`src/rtl/core/mpr_pkg.sv`:
```
package mpr_pkg;

    // action codes
    localparam logic [2:0] ACT_PIXEL  = 3'd0;
    localparam logic [2:0] ACT_FILL   = 3'd1;
    localparam logic [2:0] ACT_HOLLOW = 3'd2;
    localparam logic [2:0] ACT_LINE   = 3'd3;
    localparam logic [2:0] ACT_READ   = 3'd4;

    // store layout: one page row is always 128 columns apart
    localparam int COL_W = 7;
    localparam int BIT_SEL_MASK = 32'h07;

    // hollow rectangle edges, in walk order
    localparam logic [1:0] EDGE_TOP    = 2'd0;
    localparam logic [1:0] EDGE_BOTTOM = 2'd1;
    localparam logic [1:0] EDGE_LEFT   = 2'd2;
    localparam logic [1:0] EDGE_RIGHT  = 2'd3;

    // controller to datapath
    typedef struct packed {
        logic clear_step;
        logic load;
        logic rect_inc;
        logic setup;
        logic mem_rd;
        logic mem_wr;
        logic read_issue;
        logic read_capture;
        logic rsp_load;
    } cmd_t;

    // datapath to controller
    typedef struct packed {
        logic clear_last;
        logic is_read;
        logic is_draw;
        logic box_empty;
        logic last_rect;
        logic walk_last;
        logic rsp_free;
    } status_t;

endpackage

```
`src/rtl/core/mpr_ctrl.sv`:
```
module mpr_ctrl (
    input  logic             clk,
    input  logic             rst_n,
    input  logic             req_valid,
    output logic             req_ready,
    input  mpr_pkg::status_t status,
    output mpr_pkg::cmd_t    cmd
);

    import mpr_pkg::*;

    localparam logic [2:0] S_CLEAR  = 3'd0;
    localparam logic [2:0] S_IDLE   = 3'd1;
    localparam logic [2:0] S_DECODE = 3'd2;
    localparam logic [2:0] S_SETUP  = 3'd3;
    localparam logic [2:0] S_MRD    = 3'd4;
    localparam logic [2:0] S_MWR    = 3'd5;
    localparam logic [2:0] S_RWAIT  = 3'd6;
    localparam logic [2:0] S_DONE   = 3'd7;

    logic [2:0] state_reg;
    logic [2:0] state_next;

    // state register
    always_ff @(posedge clk or negedge rst_n)
    begin
        if (!rst_n)
        begin
            state_reg <= S_CLEAR;
        end
        else
        begin
            state_reg <= state_next;
        end
    end

    assign req_ready = (state_reg == S_IDLE);

    // next state and commands
    always_comb
    begin
        state_next = state_reg;
        cmd        = '0;
        case (state_reg)
            S_CLEAR:
            begin
                cmd.clear_step = 1'b1;
                if (status.clear_last)
                begin
                    state_next = S_IDLE;
                end
            end
            S_IDLE:
            begin
                if (req_valid)
                begin
                    cmd.load   = 1'b1;
                    state_next = S_DECODE;
                end
            end
            S_DECODE:
            begin
                if (status.is_read)
                begin
                    cmd.read_issue = 1'b1;
                    state_next     = S_RWAIT;
                end
                else if (status.is_draw)
                begin
                    state_next = S_SETUP;
                end
                else
                begin
                    state_next = S_DONE;
                end
            end
            S_SETUP:
            begin
                cmd.setup = 1'b1;
                if (!status.box_empty)
                begin
                    state_next = S_MRD;
                end
                else if (status.last_rect)
                begin
                    state_next = S_DONE;
                end
                else
                begin
                    cmd.rect_inc = 1'b1;
                end
            end
            S_MRD:
            begin
                cmd.mem_rd = 1'b1;
                state_next = S_MWR;
            end
            S_MWR:
            begin
                cmd.mem_wr = 1'b1;
                if (!status.walk_last)
                begin
                    state_next = S_MRD;
                end
                else if (status.last_rect)
                begin
                    state_next = S_DONE;
                end
                else
                begin
                    cmd.rect_inc = 1'b1;
                    state_next   = S_SETUP;
                end
            end
            S_RWAIT:
            begin
                cmd.read_capture = 1'b1;
                state_next       = S_DONE;
            end
            S_DONE:
            begin
                if (status.rsp_free)
                begin
                    cmd.rsp_load = 1'b1;
                    state_next   = S_IDLE;
                end
            end
            default:
            begin
                state_next = S_IDLE;
            end
        endcase
    end

    // a result is only loaded into a free output slot
    a_rsp_slot_free: assert property (@(posedge clk) disable iff (!rst_n)
        cmd.rsp_load |-> status.rsp_free)
        else $error("result loaded over a pending result");

    // an accepted request is decoded in the next cycle
    a_accept_decode: assert property (@(posedge clk) disable iff (!rst_n)
        (req_valid && req_ready) |=> (state_reg == S_DECODE))
        else $error("accepted request not decoded");

    // no request is taken before the clearing pass ends
    a_clear_blocks: assert property (@(posedge clk) disable iff (!rst_n)
        (state_reg == S_CLEAR && !status.clear_last) |=> !req_ready)
        else $error("request port opened during clear");

endmodule

```
`config.mk`:
```
export PLATFORM = sky130hd
export DESIGN_NAME = mpr_ctrl
export DESIGN_NICKNAME = d
export VERILOG_FILES = /design/src/rtl/core/mpr_pkg.sv /design/src/rtl/core/mpr_ctrl.sv
export SDC_FILE = /design/constraint.sdc
export NUM_CORES = 1
export LEC_CHECK = 0
export ABC_AREA = 1
export BUFFER_PORTS_ARGS = -buffer_cell sky130_fd_sc_hd__buf_2
export CORE_AREA = 5 5 42 44
export CTS_CLUSTER_SIZE = 40
export DETAILED_ROUTE_END_ITERATION = 10
export DIE_AREA = 0 0 47 49
export PLACE_DENSITY_LB_ADDON = 0.25
export SYNTH_ARGS = -nofsm -noshare
export SYNTH_HDL_FRONTEND = slang
export SYNTH_SLANG_ARGS = --single-unit
```
`constraint.sdc`:
```
create_clock -name clk -period 1.5 [get_ports clk]
set_clock_uncertainty 0.15 [all_clocks]
set_input_delay 0 -clock clk [delete_from_list [all_inputs] [get_ports clk]]
set_output_delay 0 -clock clk [all_outputs]
set_load 0.02 [all_outputs]
```
# After elaboration in Yosys (flattened, before gate mapping)
# Cells that the tools add are included.
dict set report classes {
  n_eq_ne 11
  n_mux 25
  reduce_logical 2
}
# op n
set op_table {}
lappend op_table {{3-bit 2-to-1 mux} 9}
lappend op_table {{3-bit case mux with 8 select lines} 1}
lappend op_table {{1-bit 2-to-1 mux} 14}
lappend op_table {{3-bit equality test (second input constant)} 4}
lappend op_table {{3-bit by 2-bit equality test with 1-bit output (second input constant)} 2}
lappend op_table {{2-bit inequality test (second input constant)} 3}
lappend op_table {{4-bit AND reduction} 1}
lappend op_table {{3-bit by 1-bit equality test with 1-bit output (second input constant)} 1}
lappend op_table {{3-bit logical NOT} 1}
lappend op_table {{3-bit inequality test (second input constant)} 1}
lappend op_table {{1-bit case mux with 2 select lines} 1}
dict set report totals {
  reg_bits 3
  inputBits 10
  out_inout_bits 10
  wordCells 39
}

# Logic depth before layout (Yosys ltp)
dict set report depth {
  ltp_word 3
  depth_mapped 9
  ltp_nobuf 8
}

# Worst setup path before layout
# OpenSTA, ideal clock, no wires.
dict set report synth_path {
  path_kind {register to output}
  start {register state_reg[1]}
  end {output port cmd[6] (netlist name)}
  arrival_ns 1.317
  t_required_ns 1.350
  slack_ns 0.033
  path_stages_with_launch 5
  path_buffers 1
  cell_sequence {dfrtp_1 -> buf_6 -> nor3_4 -> o21ai_0 -> a21oi_1}
}
# element line
set synth_lines {}
lappend synth_lines {{start: declaration} mpr_ctrl.sv:21} ;# logic [2:0] state_reg;
lappend synth_lines {{start signal: assignment} mpr_ctrl.sv:33} ;# state_reg <= state_next;
lappend synth_lines {{end: declaration} mpr_ctrl.sv:7} ;# output mpr_pkg::cmd_t cmd

==> results_dict.tcl <==
set metrics [dict create \
    tns_ps 0 \
    final_cell_mix "buf_2, nand2_1, inv_1, buf_4, nor2_1" \
    cts_tree "built" \
    core_area_um2 1401 \
    ys_types 18 \
    numPortBuffers 19 \
    crit_path_start "state_reg[1]" \
    worstHoldStart "status[4]" \
    num_antenna_cells 0 \
    seq_area_um2 78.83 \
    clockBufferDepth 2 \
    start_kind "register" \
    clock-sinks 3 \
    io_pins 20 \
    synth_cells 67 \
    num_vias 527 \
    fill_cells 151 \
    rsz0062_at_grt "yes" \
    layout_min_cycle_time_ps 1495 \
    r2r_setup_slack_ps 90 \
    drt_first_pass_iters 3 \
    hp-class "in -> reg" \
    drt_iter0_markers 2 \
    slew_headroom 0.8735 \
    yosysSeqAreaShare 0.1835 \
    multi_input_area_um2 267.8 \
    antenna_found_initial 0 \
    irDropWorstVdd_uv 838.9 \
    overflow 0 \
    postSynth.asyncResetShare 1.000 \
    dieHeight_um 49 \
    syn_nets 77 \
    fmax_mhz 669.0 \
    tightestPinTransition_ps 189.2 \
    end_kind "output port" \
    synth_seq_cells 3 \
    run_status "completed" \
    required_ps 1350 \
    cts_root_buf "clkbuf_4" \
    yosys_warnings 0 \
    cts.clk_slew.worst_paths_ps 30 \
    drcViolationCount 0 \
    cap_violations 0 \
    grt_pass1_wl_mm 1.814 \
    syn_area_per_cell_um2 6.107 \
    timing.hold.ws_ps 33.52 \
    clock_latency_ps 240 \
    drtAntennaViolNets 0 \
    final-setup-viol-count 0 \
    leakage_nw 0.4184 \
    yosys_most_used_dff "dfrtp_1" \
    cts_made_buffers 3 \
    nets 114 \
    power.density_nw_per_um2 2124 \
    rows 14 \
    largest_reg_flops 3 \
    hold_viol_final 0 \
    drv_slew 0 \
    grt_pass1_vias 453 \
    area_growth_pct 68.20 \
    fp.dieW_um 47 \
    syn-cell-area_um2 409.1 \
    die-area_um2 2303 \
    place_congestion 0.7983 \
    globalRouteTotalUtil 0.1035 \
    grt_max_degree 8 \
    fin_crit_sh 0.9965 \
    critical_path.max_fanout 4 \
    wire_per_inst_um 9.714 \
    synth_edf_count 0 \
    drive_gt1_frac 0.4951 \
    final_common_cell "buf_2" \
    cts-htree-levels 1 \
    start_util 0.2920 \
    path_class "reg -> out" \
    arrival_ps 1340 \
    viasPerCell 4.429 \
    dpl.hpwl_um 894.9 \
    worst_r2r_startpoint "state_reg[1]" \
    routed_wl_mm 1.156 \
]
-- per-stage QoR --
step                power [W]  worst slack, ps  instances  area (um^2)    util
floorplan           0.0008546            33.02         67        409.1       -
global placement     0.001086            55.13        105        539.3  0.3848
detailed placement   0.001088            61.21        105        539.3  0.3848
CTS                  0.001367            7.099        117        645.6  0.4607
global route         0.001592           -66.67        119        688.2  0.4911
finish               0.001461            5.299        119        688.2  0.4911
-- power breakdown --
part / internal [W] / total (W) / switching, W
clock network: 0.0000997 / 0.000143 / 0.0000431
logic: 0.000496 / 0.00111 / 0.000609
registers: 0.000134 / 0.000213 / 0.0000789
-- critical path, stage by stage, from the launching register on --
cell and delay (ps):
dfrtp_2 420, buf_6 140, nor3_4 200, o21ai_1 80, a21oi_1 120, buf_4 160
-- cells in the mapped netlist (2+ instances only) --
cell     count  area (um^2)
inv_2        2        7.510
dfrtp_1      3        75.07
nor2_2       2        12.51
nand2_1     14        52.55
nor2_1       9        33.78
o21ai_0      3        15.01
nor3_4       2        32.53
nand3_1      7        35.03
nand4_1      3        18.77
nand2_2      3        18.77
buf_6        2        22.52
inv_1       11        41.29
-- final cells by class --
| class | instances | share of cell area |
|---|---|---|
| clock buffers | 4 | 0.03818 |
| inverters | 14 | 0.08364 |
| multi-input cells | 48 | 0.3891 |
| flip-flops and latches | 3 | 0.1145 |
| well taps | 16 | 0.02909 |
| repair buffers | 34 | 0.3455 |
-- kinds of logic (layout without fill, tap and decap cells) --
kind of cell           after synthesis  after routing  share of synthesized area
AND/OR/NAND/NOR                     43             43                     0.5657
buffers and inverters               16             52                     0.1896
AO/OA/AOI/OAI                        5              5                    0.06113
flip-flops                           3              3                     0.1835
-- path summary, 6_finish.rpt --
| path | end | depth (start not counted) |
|---|---|---|
| max | cmd[6] | 5 |
| min | state_reg[2] | 6 |
| max reg2reg | state_reg[1] | 6 |
| min reg2reg | state_reg[2] | 2 |
| max in group asynchronous | state_reg[1] | 3 |
| min in group asynchronous | state_reg[0] | 3 |
-- per-layer routing --
metal | track usage | vias up | wire [um]
met4 | 0.04147 | 0 | 10
met5 | 0 | - | 0
met2 | 0.1606 | 15 | 577
li1 | - | 284 | -
met1 | 0.1341 | 226 | 489
met3 | 0.02214 | 2 | 78
-- repair_timing --
action / in CTS / in global routing
hold buffers: 3 / 0
gates resized for setup: 6 / 9
pin swaps: 1 / 2
setup buffers: 5 / 2
endpoints found under the hold margin: 4 / 0
setup endpoints to repair: 1 / 6
No activity file was read; power rests on OpenSTA's default activity.
